**config.mk**
```make
export PLATFORM = sky130hd
export DESIGN_NAME = motor_resistance_measure_unit_flat
export DESIGN_NICKNAME = d
export VERILOG_FILES = /design/src/design/mrm_pkg.sv /design/src/design/mrm_ifs.sv /design/src/design/motor_resistance_measure_unit.sv /design/src/flat_wrapper.sv
export VERILOG_INCLUDE_DIRS = /design/src /design/src/design
export SDC_FILE = /design/constraint.sdc
export NUM_CORES = 2
export LEC_CHECK = 0
export ABC_AREA = 1
export ABC_CLOCK_PERIOD_IN_PS = 15800
export BUFFER_PORTS_ARGS = -buffer_cell sky130_fd_sc_hd__buf_2
export CAP_MARGIN = 20
export CORE_MARGIN = 1
export CORE_UTILIZATION = 35
export CTS_CLUSTER_DIAMETER = 40
export DETAILED_ROUTE_END_ITERATION = 10
export PLACE_DENSITY = 0.49
export SETUP_SLACK_MARGIN = 0.1
export SLEW_MARGIN = 10
export SYNTH_ARGS = -nofsm -noshare
export SYNTH_HDL_FRONTEND = slang
export SYNTH_SLANG_ARGS = --single-unit
```
**constraint.sdc**
```tcl
create_clock -name clk -period 15.8 [get_ports clk]
set_input_delay 3.16 -clock clk [delete_from_list [all_inputs] [get_ports clk]]
set_output_delay 3.16 -clock clk [all_outputs]
set_load 0.005 [all_outputs]
```
**src/design/motor_resistance_measure_unit_assert.svh**
```systemverilog
// ----------------------------------------------------------------------------
// Assertion macros for the motor resistance measurement unit
// Concurrent property wrappers that compile to nothing in synthesis.
// ----------------------------------------------------------------------------
`ifndef MOTOR_RESISTANCE_MEASURE_UNIT_ASSERT_SVH
`define MOTOR_RESISTANCE_MEASURE_UNIT_ASSERT_SVH
`ifndef SYNTHESIS
`define MRM_ASSERT_ALWAYS(lbl, clk, rst, cond) \
  lbl: assert property (@(posedge clk) disable iff (rst) (cond)) \
    else $error("mrm assertion failed");
`define MRM_ASSERT_IMPLY(lbl, clk, rst, ante, cons) \
  lbl: assert property (@(posedge clk) disable iff (rst) (ante) |-> (cons)) \
    else $error("mrm assertion failed");
`define MRM_ASSERT_NEXT(lbl, clk, rst, ante, cons) \
  lbl: assert property (@(posedge clk) disable iff (rst) (ante) |=> (cons)) \
    else $error("mrm assertion failed");
`else
`define MRM_ASSERT_ALWAYS(lbl, clk, rst, cond)
`define MRM_ASSERT_IMPLY(lbl, clk, rst, ante, cons)
`define MRM_ASSERT_NEXT(lbl, clk, rst, ante, cons)
`endif
`endif

```
**src/design/mrm_pkg.sv**
```systemverilog
// ----------------------------------------------------------------------------
// Motor resistance measurement package
// Types, codes and constants shared by the interfaces and the top level.
// ----------------------------------------------------------------------------
package mrm_pkg;

  localparam int COUNTER_BITS = 20;
  localparam int CMP_BITS = (COUNTER_BITS > 20) ? COUNTER_BITS : 20;
  localparam logic [COUNTER_BITS-1:0] COUNTER_MAX = '1;

  localparam logic [1:0] CMD_START  = 2'd1;
  localparam logic [1:0] CMD_CANCEL = 2'd2;

  localparam logic [2:0] REG_TARGET_CURRENT     = 3'd0;
  localparam logic [2:0] REG_DUTY_LIMIT         = 3'd1;
  localparam logic [2:0] REG_SETTLE_TICKS       = 3'd2;
  localparam logic [2:0] REG_SAMPLES_WANTED     = 3'd3;
  localparam logic [2:0] REG_RESISTANCE_FLOOR   = 3'd4;
  localparam logic [2:0] REG_RESISTANCE_CEILING = 3'd5;
  localparam logic [2:0] REG_TIMEOUT_LIMIT      = 3'd6;

  localparam logic [14:0] RST_TARGET_CURRENT     = 15'd1280;
  localparam logic [14:0] RST_DUTY_LIMIT         = 15'd16384;
  localparam logic [15:0] RST_SETTLE_TICKS       = 16'd500;
  localparam logic [15:0] RST_SAMPLES_WANTED     = 16'd1000;
  localparam logic [14:0] RST_RESISTANCE_FLOOR   = 15'd3;
  localparam logic [14:0] RST_RESISTANCE_CEILING = 15'd2560;
  localparam logic [19:0] RST_TIMEOUT_LIMIT      = 20'd200000;

  localparam logic [14:0] MIN_CURRENT   = 15'd128;
  localparam logic [15:0] DUTY_CENTER   = 16'd32768;
  localparam logic [5:0]  PROGRESS_FULL = 6'd33;
  localparam int          GAIN_SHIFT    = 4;
  localparam int          DUTY_SUM_BITS = 16 + GAIN_SHIFT + 1;

  localparam int MUL_BITS     = 15;
  localparam int MUL_CNT_BITS = $clog2(MUL_BITS + 1);
  localparam logic [MUL_CNT_BITS-1:0] MUL_STEPS = MUL_CNT_BITS'(MUL_BITS);

  localparam int DIV_BITS     = 48;
  localparam int DIV_CNT_BITS = $clog2(DIV_BITS + 1);
  localparam logic [DIV_CNT_BITS-1:0] STEPS_R    = DIV_CNT_BITS'(23);
  localparam logic [DIV_CNT_BITS-1:0] STEPS_MEAN = DIV_CNT_BITS'(32);
  localparam logic [DIV_CNT_BITS-1:0] STEPS_SQ   = DIV_CNT_BITS'(48);
  localparam logic [DIV_CNT_BITS-1:0] STEPS_PROG = DIV_CNT_BITS'(22);

  typedef enum logic [2:0] {
    MODE_IDLE,
    MODE_SETTLE,
    MODE_SAMPLE,
    MODE_DONE,
    MODE_FAIL
  } mode_t;

  typedef enum logic [1:0] {
    ERR_OK,
    ERR_TIMEOUT,
    ERR_LOW,
    ERR_HIGH
  } err_t;

  typedef enum logic [3:0] {
    SQ_IDLE,
    SQ_TICK,
    SQ_MUL_V,
    SQ_DIV_R,
    SQ_MUL_SQ,
    SQ_ACC,
    SQ_DIV_MEAN,
    SQ_DIV_SQ,
    SQ_MUL_MEAN,
    SQ_FINISH,
    SQ_DIV_PROG
  } seq_t;

  typedef struct packed {
    logic [1:0]         cmd;
    logic [14:0]        bus_voltage;
    logic signed [15:0] phase_a_current;
  } tick_item_t;

  typedef struct packed {
    logic [15:0] duty_phase_a;
    logic [15:0] duty_phase_bc;
    logic [2:0]  status;
    logic [1:0]  error_code;
    logic [5:0]  progress;
    logic [14:0] mean_resistance;
    logic [15:0] resistance_variance;
  } result_item_t;

  typedef struct packed {
    logic [2:0]  index;
    logic [19:0] value;
  } cfg_item_t;

endpackage

```
**src/design/mrm_ifs.sv**
```systemverilog
// ----------------------------------------------------------------------------
// Motor resistance measurement channels
// Valid/ready interfaces for the tick, result and configuration channels.
// ----------------------------------------------------------------------------
interface mrm_tick_if;
  import mrm_pkg::*;
  logic       valid;
  logic       ready;
  tick_item_t data;
  modport source (output valid, output data, input ready);
  modport sink (input valid, input data, output ready);
endinterface

interface mrm_result_if;
  import mrm_pkg::*;
  logic         valid;
  logic         ready;
  result_item_t data;
  modport source (output valid, output data, input ready);
  modport sink (input valid, input data, output ready);
endinterface

interface mrm_cfg_if;
  import mrm_pkg::*;
  logic      valid;
  logic      ready;
  cfg_item_t data;
  modport source (output valid, output data, input ready);
  modport sink (input valid, input data, output ready);
endinterface

```
**src/design/motor_resistance_measure_unit.sv**
```systemverilog
// ----------------------------------------------------------------------------
// Motor resistance measurement unit
// DC injection phase resistance measurement with a bit-serial datapath.
// A tick that takes no sample runs only the progress division before its result.
// A sampling tick first multiplies, divides and squares; the tick that ends a run
// also divides for mean and variance. A shared 1-bit-per-cycle divider and a shift-add multiplier do this arithmetic.
// One item is in work at a time; the next is taken once the result is registered.
// Synchronous reset loads the register defaults and returns to idle at once.
// ----------------------------------------------------------------------------
module motor_resistance_measure_unit (
  input  logic         clk,
  input  logic         rst,
  mrm_tick_if.sink     tick,
  mrm_result_if.source result,
  mrm_cfg_if.sink      cfg
);
  import mrm_pkg::*;
  `include "motor_resistance_measure_unit_assert.svh"

  logic [14:0] target_current;
  logic [14:0] duty_limit;
  logic [15:0] settle_ticks;
  logic [15:0] samples_wanted;
  logic [14:0] resistance_floor;
  logic [14:0] resistance_ceiling;
  logic [19:0] timeout_limit;

  mode_t                   mode;
  err_t                    fail_reason;
  logic [14:0]             drive_duty;
  logic [COUNTER_BITS-1:0] tick_counter;
  logic [15:0]             valid_samples;
  logic [31:0]             sample_sum;
  logic [47:0]             square_sum;
  logic [14:0]             held_mean;
  logic [15:0]             held_variance;

  seq_t seq;
  seq_t seq_next;

  logic [1:0]  cmd_q;
  logic [14:0] vbus_q;
  logic [14:0] mag_q;
  logic [14:0] mag_in;
  logic        drive_on;
  logic        sample_go;
  logic        finish_go;
  logic [14:0] sample_r;
  logic [14:0] mean_q;
  logic [29:0] sq_quot;

  mode_t                   mode_next;
  err_t                    fail_next;
  logic [14:0]             drive_duty_next;
  logic [COUNTER_BITS-1:0] tick_counter_next;
  logic [15:0]             valid_samples_next;
  logic                    run_clear;
  logic                    drive_on_next;
  logic                    sample_go_next;
  logic                    finish_go_next;

  logic [COUNTER_BITS-1:0]   counter_inc;
  logic signed [15:0]        cur_err;
  logic signed [DUTY_SUM_BITS-1:0] duty_sum;
  logic [14:0]               duty_clamped;
  logic [15:0]               wanted_eff;
  logic [21:0]               prog_num_next;
  logic [21:0]               prog_num_cur;
  logic [31:0]               sum_acc;
  logic [29:0]               var_full;
  logic [21:0]               prog_quot;
  logic [5:0]                prog_sat;
  logic                      slot_free;
  logic                      out_load;

  logic [MUL_CNT_BITS-1:0] mul_cnt;
  logic [MUL_BITS-1:0]     mul_a;
  logic [2*MUL_BITS-1:0]   mul_p;
  logic [MUL_BITS:0]       mul_sum;
  logic                    mul_load;
  logic [MUL_BITS-1:0]     mul_a_in;
  logic [MUL_BITS-1:0]     mul_b_in;
  logic                    mul_idle;

  logic [DIV_CNT_BITS-1:0] div_cnt;
  logic [DIV_BITS-1:0]     div_dvd;
  logic [15:0]             div_rem;
  logic [15:0]             div_dsr;
  logic [16:0]             rem_shift;
  logic [16:0]             rem_diff;
  logic                    div_ge;
  logic                    div_load;
  logic [DIV_BITS-1:0]     div_init;
  logic [15:0]             div_dsr_in;
  logic [DIV_CNT_BITS-1:0] div_steps;
  logic                    div_idle;

  assign tick.ready = (seq == SQ_IDLE);
  assign cfg.ready  = 1'b1;
  assign slot_free  = !result.valid || result.ready;

  assign mag_in = tick.data.phase_a_current[15]
                ? ((tick.data.phase_a_current == 16'sh8000) ? 15'h7FFF
                   : 15'(-tick.data.phase_a_current))
                : tick.data.phase_a_current[14:0];

  assign wanted_eff = (samples_wanted == 16'd0) ? 16'd1 : samples_wanted;

  assign counter_inc = (tick_counter == COUNTER_MAX) ? tick_counter
                     : tick_counter + 1'b1;
  assign cur_err  = signed'({1'b0, target_current}) - signed'({1'b0, mag_q});
  assign duty_sum = signed'({cur_err[15], cur_err, {GAIN_SHIFT{1'b0}}})
                  + signed'(DUTY_SUM_BITS'(drive_duty));

  always_comb begin
    if (duty_sum[DUTY_SUM_BITS-1]) begin
      duty_clamped = '0;
    end else if (duty_sum[DUTY_SUM_BITS-2:0] > (DUTY_SUM_BITS-1)'(duty_limit)) begin
      duty_clamped = duty_limit;
    end else begin
      duty_clamped = duty_sum[14:0];
    end
  end

  always_comb begin
    mode_next          = mode;
    fail_next          = fail_reason;
    drive_duty_next    = drive_duty;
    tick_counter_next  = tick_counter;
    valid_samples_next = valid_samples;
    run_clear          = 1'b0;
    drive_on_next      = 1'b0;
    sample_go_next     = 1'b0;
    finish_go_next     = 1'b0;
    case (cmd_q)
      CMD_START: begin
        run_clear          = 1'b1;
        mode_next          = MODE_SETTLE;
        fail_next          = ERR_OK;
        drive_duty_next    = '0;
        tick_counter_next  = '0;
        valid_samples_next = '0;
      end
      CMD_CANCEL: begin
        mode_next = MODE_IDLE;
        fail_next = ERR_OK;
      end
      default: begin
        if (mode == MODE_SETTLE || mode == MODE_SAMPLE) begin
          tick_counter_next = counter_inc;
          if (CMP_BITS'(counter_inc) > CMP_BITS'(timeout_limit)) begin
            mode_next = MODE_FAIL;
            fail_next = ERR_TIMEOUT;
          end else if (CMP_BITS'(counter_inc) < CMP_BITS'(settle_ticks)) begin
            drive_duty_next = duty_clamped;
            mode_next       = MODE_SETTLE;
            drive_on_next   = 1'b1;
          end else begin
            mode_next     = MODE_SAMPLE;
            drive_on_next = 1'b1;
            if (mag_q > MIN_CURRENT) begin
              sample_go_next = 1'b1;
              if (valid_samples != 16'hFFFF) begin
                valid_samples_next = valid_samples + 1'b1;
              end
            end
            finish_go_next = (valid_samples_next >= wanted_eff);
          end
        end
      end
    endcase
  end

  assign prog_num_next = {1'b0, valid_samples_next, 5'b0} + {6'b0, valid_samples_next};
  assign prog_num_cur  = {1'b0, valid_samples, 5'b0} + {6'b0, valid_samples};
  assign sum_acc       = sample_sum + 32'(sample_r);
  assign var_full      = sq_quot - mul_p;
  assign prog_quot     = div_dvd[21:0];
  assign prog_sat      = (prog_quot > 22'(PROGRESS_FULL)) ? PROGRESS_FULL : prog_quot[5:0];

  assign mul_idle = (mul_cnt == '0);
  assign mul_sum  = {1'b0, mul_p[2*MUL_BITS-1:MUL_BITS]}
                  + (mul_p[0] ? {1'b0, mul_a} : '0);

  assign div_idle  = (div_cnt == '0);
  assign rem_shift = {div_rem, div_dvd[DIV_BITS-1]};
  assign rem_diff  = rem_shift - {1'b0, div_dsr};
  assign div_ge    = (rem_shift >= {1'b0, div_dsr});

  always_ff @(posedge clk) begin
    if (rst) begin
      seq <= SQ_IDLE;
    end else begin
      seq <= seq_next;
    end
  end

  always_comb begin
    seq_next   = seq;
    mul_load   = 1'b0;
    mul_a_in   = '0;
    mul_b_in   = '0;
    div_load   = 1'b0;
    div_init   = '0;
    div_dsr_in = '0;
    div_steps  = '0;
    out_load   = 1'b0;
    unique case (seq)
      SQ_IDLE: begin
        if (tick.valid) begin
          seq_next = SQ_TICK;
        end
      end
      SQ_TICK: begin
        if (sample_go_next) begin
          seq_next = SQ_MUL_V;
          mul_load = 1'b1;
          mul_a_in = drive_duty;
          mul_b_in = vbus_q;
        end else if (finish_go_next) begin
          seq_next   = SQ_DIV_MEAN;
          div_load   = 1'b1;
          div_init   = {sample_sum, 16'b0};
          div_dsr_in = valid_samples_next;
          div_steps  = STEPS_MEAN;
        end else begin
          seq_next   = SQ_DIV_PROG;
          div_load   = 1'b1;
          div_init   = {prog_num_next, 26'b0};
          div_dsr_in = wanted_eff;
          div_steps  = STEPS_PROG;
        end
      end
      SQ_MUL_V: begin
        if (mul_idle) begin
          seq_next   = SQ_DIV_R;
          div_load   = 1'b1;
          div_init   = {mul_p[29:15], 8'b0, 25'b0};
          div_dsr_in = {mag_q, 1'b0};
          div_steps  = STEPS_R;
        end
      end
      SQ_DIV_R: begin
        if (div_idle) begin
          seq_next = SQ_MUL_SQ;
          mul_load = 1'b1;
          mul_a_in = div_dvd[14:0];
          mul_b_in = div_dvd[14:0];
        end
      end
      SQ_MUL_SQ: begin
        if (mul_idle) begin
          seq_next = SQ_ACC;
        end
      end
      SQ_ACC: begin
        if (finish_go) begin
          seq_next   = SQ_DIV_MEAN;
          div_load   = 1'b1;
          div_init   = {sum_acc, 16'b0};
          div_dsr_in = valid_samples;
          div_steps  = STEPS_MEAN;
        end else begin
          seq_next   = SQ_DIV_PROG;
          div_load   = 1'b1;
          div_init   = {prog_num_cur, 26'b0};
          div_dsr_in = wanted_eff;
          div_steps  = STEPS_PROG;
        end
      end
      SQ_DIV_MEAN: begin
        if (div_idle) begin
          seq_next   = SQ_DIV_SQ;
          div_load   = 1'b1;
          div_init   = square_sum;
          div_dsr_in = valid_samples;
          div_steps  = STEPS_SQ;
        end
      end
      SQ_DIV_SQ: begin
        if (div_idle) begin
          seq_next = SQ_MUL_MEAN;
          mul_load = 1'b1;
          mul_a_in = mean_q;
          mul_b_in = mean_q;
        end
      end
      SQ_MUL_MEAN: begin
        if (mul_idle) begin
          seq_next = SQ_FINISH;
        end
      end
      SQ_FINISH: begin
        seq_next   = SQ_DIV_PROG;
        div_load   = 1'b1;
        div_init   = {prog_num_cur, 26'b0};
        div_dsr_in = wanted_eff;
        div_steps  = STEPS_PROG;
      end
      SQ_DIV_PROG: begin
        if (div_idle && slot_free) begin
          out_load = 1'b1;
          seq_next = SQ_IDLE;
        end
      end
      default: begin
        seq_next = SQ_IDLE;
      end
    endcase
  end

  always_ff @(posedge clk) begin
    if (rst) begin
      target_current     <= RST_TARGET_CURRENT;
      duty_limit         <= RST_DUTY_LIMIT;
      settle_ticks       <= RST_SETTLE_TICKS;
      samples_wanted     <= RST_SAMPLES_WANTED;
      resistance_floor   <= RST_RESISTANCE_FLOOR;
      resistance_ceiling <= RST_RESISTANCE_CEILING;
      timeout_limit      <= RST_TIMEOUT_LIMIT;
      mode               <= MODE_IDLE;
      fail_reason        <= ERR_OK;
      drive_duty         <= '0;
      tick_counter       <= '0;
      valid_samples      <= '0;
      sample_sum         <= '0;
      square_sum         <= '0;
      held_mean          <= '0;
      held_variance      <= '0;
      drive_on           <= 1'b0;
      sample_go          <= 1'b0;
      finish_go          <= 1'b0;
      mul_cnt            <= '0;
      div_cnt            <= '0;
      result.valid       <= 1'b0;
    end else begin
      if (cfg.valid) begin
        unique case (cfg.data.index)
          REG_TARGET_CURRENT:     target_current     <= cfg.data.value[14:0];
          REG_DUTY_LIMIT:         duty_limit         <= cfg.data.value[14:0];
          REG_SETTLE_TICKS:       settle_ticks       <= cfg.data.value[15:0];
          REG_SAMPLES_WANTED:     samples_wanted     <= cfg.data.value[15:0];
          REG_RESISTANCE_FLOOR:   resistance_floor   <= cfg.data.value[14:0];
          REG_RESISTANCE_CEILING: resistance_ceiling <= cfg.data.value[14:0];
          REG_TIMEOUT_LIMIT:      timeout_limit      <= cfg.data.value;
          default: ;
        endcase
      end

      if (seq == SQ_TICK) begin
        mode          <= mode_next;
        fail_reason   <= fail_next;
        drive_duty    <= drive_duty_next;
        tick_counter  <= tick_counter_next;
        valid_samples <= valid_samples_next;
        drive_on      <= drive_on_next;
        sample_go     <= sample_go_next;
        finish_go     <= finish_go_next;
        if (run_clear) begin
          sample_sum    <= '0;
          square_sum    <= '0;
          held_mean     <= '0;
          held_variance <= '0;
        end
      end

      if (seq == SQ_ACC) begin
        sample_sum <= sum_acc;
        square_sum <= square_sum + 48'(mul_p);
      end

      if (seq == SQ_FINISH) begin
        held_mean     <= mean_q;
        held_variance <= var_full[23:8];
        if (mean_q < resistance_floor) begin
          mode        <= MODE_FAIL;
          fail_reason <= ERR_LOW;
        end else if (mean_q > resistance_ceiling) begin
          mode        <= MODE_FAIL;
          fail_reason <= ERR_HIGH;
        end else begin
          mode        <= MODE_DONE;
          fail_reason <= ERR_OK;
        end
      end

      if (mul_load) begin
        mul_cnt <= MUL_STEPS;
      end else if (!mul_idle) begin
        mul_cnt <= mul_cnt - 1'b1;
      end

      if (div_load) begin
        div_cnt <= div_steps;
      end else if (!div_idle) begin
        div_cnt <= div_cnt - 1'b1;
      end

      if (out_load) begin
        result.valid <= 1'b1;
      end else if (result.ready) begin
        result.valid <= 1'b0;
      end
    end
  end

  always_ff @(posedge clk) begin
    if (seq == SQ_IDLE && tick.valid) begin
      cmd_q  <= tick.data.cmd;
      vbus_q <= tick.data.bus_voltage;
      mag_q  <= mag_in;
    end

    if (seq == SQ_DIV_R && div_idle) begin
      sample_r <= div_dvd[14:0];
    end
    if (seq == SQ_DIV_MEAN && div_idle) begin
      mean_q <= div_dvd[14:0];
    end
    if (seq == SQ_DIV_SQ && div_idle) begin
      sq_quot <= div_dvd[29:0];
    end

    if (mul_load) begin
      mul_a <= mul_a_in;
      mul_p <= {{MUL_BITS{1'b0}}, mul_b_in};
    end else if (!mul_idle) begin
      mul_p <= {mul_sum, mul_p[MUL_BITS-1:1]};
    end

    if (div_load) begin
      div_dvd <= div_init;
      div_rem <= '0;
      div_dsr <= div_dsr_in;
    end else if (!div_idle) begin
      div_dvd <= {div_dvd[DIV_BITS-2:0], div_ge};
      div_rem <= div_ge ? rem_diff[15:0] : rem_shift[15:0];
    end

    if (out_load) begin
      result.data.duty_phase_a        <= drive_on ? {1'b1, drive_duty} : DUTY_CENTER;
      result.data.duty_phase_bc       <= DUTY_CENTER;
      result.data.status              <= mode;
      result.data.error_code          <= fail_reason;
      result.data.progress            <= prog_sat;
      result.data.mean_resistance     <= held_mean;
      result.data.resistance_variance <= held_variance;
    end
  end

  `MRM_ASSERT_ALWAYS(a_units_exclusive, clk, rst, !(!mul_idle && !div_idle))
  `MRM_ASSERT_IMPLY(a_done_is_ok, clk, rst, mode == MODE_DONE, fail_reason == ERR_OK)
  `MRM_ASSERT_IMPLY(a_fail_has_reason, clk, rst, mode == MODE_FAIL, fail_reason != ERR_OK)
  `MRM_ASSERT_NEXT(a_result_loaded, clk, rst, out_load, result.valid)
  `MRM_ASSERT_IMPLY(a_progress_bound, clk, rst, result.valid, result.data.progress <= PROGRESS_FULL)

endmodule
```
**src/flat_wrapper.sv**
```systemverilog
// flat-port wrapper written by rule: the top's interface ports become plain ports
module motor_resistance_measure_unit_flat import mrm_pkg::*;
  (clk, rst, tick_valid, tick_data, tick_ready, result_valid, result_data, result_ready, cfg_valid, cfg_data, cfg_ready);
  mrm_tick_if tick_i ();
  mrm_result_if result_i ();
  mrm_cfg_if cfg_i ();
  input  logic clk;
  input  logic rst;
  input wire logic [$bits(tick_i.valid)-1:0] tick_valid;
  input wire logic [$bits(tick_i.data)-1:0] tick_data;
  output wire logic [$bits(tick_i.ready)-1:0] tick_ready;
  output wire logic [$bits(result_i.valid)-1:0] result_valid;
  output wire logic [$bits(result_i.data)-1:0] result_data;
  input wire logic [$bits(result_i.ready)-1:0] result_ready;
  input wire logic [$bits(cfg_i.valid)-1:0] cfg_valid;
  input wire logic [$bits(cfg_i.data)-1:0] cfg_data;
  output wire logic [$bits(cfg_i.ready)-1:0] cfg_ready;
  assign tick_i.valid = tick_valid;
  assign tick_i.data = tick_data;
  assign tick_ready = tick_i.ready;
  assign result_valid = result_i.valid;
  assign result_data = result_i.data;
  assign result_i.ready = result_ready;
  assign cfg_i.valid = cfg_valid;
  assign cfg_i.data = cfg_data;
  assign cfg_ready = cfg_i.ready;
  motor_resistance_measure_unit u_core (.clk(clk), .rst(rst), .tick(tick_i), .result(result_i), .cfg(cfg_i));
endmodule
```
==> flow_summary.json <==
{
  "drv_cap": 0,
  "synth_xor_area_frac": 0.02678,
  "ys.flop_type": "dfxtp_1",
  "place_congestion": 0.9437,
  "initial_core_util": 0.3541,
  "synth_top_family_by_area": "compound AO/OA/AOI/OAI gates",
  "cpMostUsedCell": "nand3_1",
  "slew_headroom": 0.2686,
  "ctsHoldBuffers": 0,
  "drive_gt1_frac": 0.09727,
  "synth-simple-area-share": 0.1914,
  "synth_compound_area_frac": 0.1914,
  "stdcell_area_mm2": 0.03929,
  "async_flop_share": 0,
  "worstPathArrival_ps": 7000,
  "path_delay_family": "simple AND/OR/NAND/NOR gates",
  "ios": 138,
  "netlist_instances": 4341,
  "avgRoutedWirePerCell_um": 19.96,
  "multi_input_comb_area_mm2": 0.01719,
  "endpoint_kind": "flop",
  "clock_latency_ps": 690,
  "synth_edf_count": 237,
  "post_cts_buffers": 0,
  "die_area_mm2": 0.09751,
  "drt_iter0_drc": 2367,
  "syn_area_per_cell_um2": 7.761,
  "worst-path-max-fanout": 17,
  "synth_top_area_share": 0.2112,
  "routed_wl_um": 115900,
  "rsz0062_at_grt": "no",
  "register_area_mm2": 0.01366,
  "cpPeakStageDelay_ps": 480,
  "critPathLaunchType": "flop",
  "cp.required_ps": 16220,
  "core_area_mm2": 0.09515,
  "switching_share": 0.3965,
  "grtUsageTotal": 0.2345,
  "outcome": "finished, final reports clean",
  "area_growth_pct": 16.61,
  "drv_slew": 0,
  "fin_nets": 4765,
  "ant_nets": 0,
  "cts_tree": "yes",
  "num_rows": 113,
  "grt_max_degree": 111,
  "pwr-share-clk": 0.346,
  "vias_per_cell": 5.164,
  "tns_ps": 0,
  "route.detailed.drc": 0,
  "fmaxAchievable_mhz": 152.0,
  "antenna_found_initial": 2,
  "hold_violations": 0,
  "seq_power_share": 0.305,
  "p_leak_nw": 16.67,
  "synth_area_leaders": "edfxtp_1 21%, dfxtp_1 19%, nand2_1 9.6%",
  "synthAdderAreaFrac": 0.09685,
  "cts_resized": 0,
  "powerDensity_mw_per_mm2": 179.3,
  "setup_viol": 0,
  "root_buffer": "clkbuf_16",
  "numClockSinks": 564,
  "grt_overflow_total": 0,
  "synth-seq-area-share": 0.4055,
  "switchingPower_mw": 2.793,
  "rr_worst_depth": 36,
  "htreeDepth": 3,
  "path_class": "flop to flop",
  "p_int_mw": 4.251,
  "skew_ps": 32.76,
  "cp.buffers_inverters": 3,
  "max-vdd-ir-drop_mv": 0.08466,
  "yosysWarnings": 0,
  "synth-seq-cells": 564,
  "syn_area_mm2": 0.03369,
  "ys_types": 74,
  "die_h_um": 312.3,
  "clkTransAtPathRegs_ps": 60,
  "fp.dieW_um": 312.3,
  "via_count": 30004,
  "fin_crit_sh": 0.4163,
  "io_buffers": 119,
  "synth_mux_area_frac": 0,
  "synth_top_cell_by_area": "edfxtp_1",
  "worst-path-stages": 36,
  "tightestPinTransition_ps": 1097,
  "dpl-instance-area_mm2": 0.03539,
  "fill_cells": 9813,
  "post-dp-hpwl_um": 85630,
  "clock_path_buffers": 3,
  "hold_class": "flop to flop",
  "cpMaxStageDelayCell": "nor4_1",
  "grt_pass1_wl_um": 175700,
  "first_global_vias": 28795,
  "combPwrFrac": 0.349,
  "numCtsBuffers": 112,
  "first_pass_iters": 7,
  "fin_crit_ps": 6577,
  "hold_depth": 0
}
==> cell usage in the layout (no fill, tap or decap), drive strengths merged, types with 10 or more instances in the layout <==
master and instances:
nand3b 13, o2111ai 10, dfxtp 327, a31oi 39, a21boi 10, nor2 319, clkinvlp 10, a22oi 20
nor4 13, o211ai 44, inv 590, clkbuf 131, a21o 10, ha 248, o21ai 330, buf 144
a21oi 567, nand2 872, bufinv 14, conb 18, nand3 170, or2 26, o22ai 26, nand4 45
o221ai 28, a211oi 13, a31o 13, nor3 61, xor2 78, xnor2 25, clkinv 41, edfxtp 237
==> logic make-up after synthesis <==
family	count (synthesis)
other	2
AOI/OAI and AO/OA	1145
and+or+nand+nor	1528
DFF	564
xor gates and xnor gates	103
adders and majority gates	256
buffers and inverters	743
==> stage by stage <==
| stage | utilization | hold slack (ps) | worst slack [ps] | std cells | power [mW] |
|---|---|---|---|---|---|
| floorplan | - | 408.2 | 8067 | 4357 | 3.801 |
| global placement | 0.3719 | 413.0 | 9509 | 5598 | 4.606 |
| detailed placement | 0.3719 | 415.3 | 9365 | 5598 | 4.604 |
| CTS | 0.4128 | 427.7 | 9320 | 5808 | 7.074 |
| global route | 0.4129 | 433.3 | 8554 | 5809 | 7.474 |
| finish | 0.4129 | 421.2 | 9223 | 5810 | 7.044 |
==> registers in the layout (all words and copies together) (netlist names), 16 cells and up <==
name / flops
u_core.div_rem: 16
u_core.settle_ticks: 16
u_core.held_variance: 16
u_core.sample_sum: 32
u_core.square_sum: 48
u_core.valid_samples: 16
u_core.mul_p: 30
u_core.div_dsr: 16
u_core.samples_wanted: 16
u_core.result.data: 57
u_core.div_dvd: 48
u_core.tick_counter: 20
u_core.timeout_limit: 20
u_core.sq_quot: 24
==> final timing paths <==
check                         start                      to  slack (ps)
max          u_core.tick_counter[0]      u_core.div_dvd[46]        9220
min            u_core.held_mean[14]  u_core.result.data[30]         420
max reg2reg  u_core.tick_counter[0]      u_core.div_dvd[46]        9220
min reg2reg    u_core.held_mean[14]  u_core.result.data[30]         420
==> power by group through the flow <==
stage	Sequential, mW	Clock, mW	Combinational (mW)
finish	2.15	2.44	2.46
global route	2.17	2.55	2.75
CTS	2.14	2.48	2.45
detailed placement	2.17	0	2.44
global placement	2.17	0	2.44
floorplan	2.01	0	1.79
==> synth_stat cells, drive strengths merged (26+ instances only) <==
cell type and number:
ha 248, buf 53, clkbuf 114, nand3 170, o21ai 330, or2 26, nand2 872, xor2 78
nand4 45, nor2 319, a31oi 39, dfxtp 327, inv 571, edfxtp 237, nor3 61, a21oi 567
o221ai 28, o211ai 44, o22ai 26
==> worst reg2reg max path: cells and delay by family (launching register included) <==
family                   cells  cell delay, ps
AND/OR/NAND/NOR             23            3310
AO/OA/AOI/OAI                6            1120
adder cells (fa/ha/maj)      3             840
buffers and inverters        3             370
flip-flops                   1             350
XOR/XNOR                     1             330
==> layout make-up <==
cell class	count	area share
Clock inverter	79	0.02277
Timing Repair Buffer	144	0.02009
Antenna cell	1	0.00006369
Sequential cell	564	0.3477
Multi-Input combinational cell	3050	0.4375
Inverter	576	0.05528
Tap cell	1265	0.04028
Clock buffer	131	0.07627
==> per-layer routing <==
layer	GRT usage	vias up	wire, µm
li1	-	14990	-
met1	0.3218	14020	53260
met2	0.3794	816	53030
met3	0.03517	178	6712
met4	0.06996	0	2948
met5	0	-	0
Power figures use the tool's default switching activity.
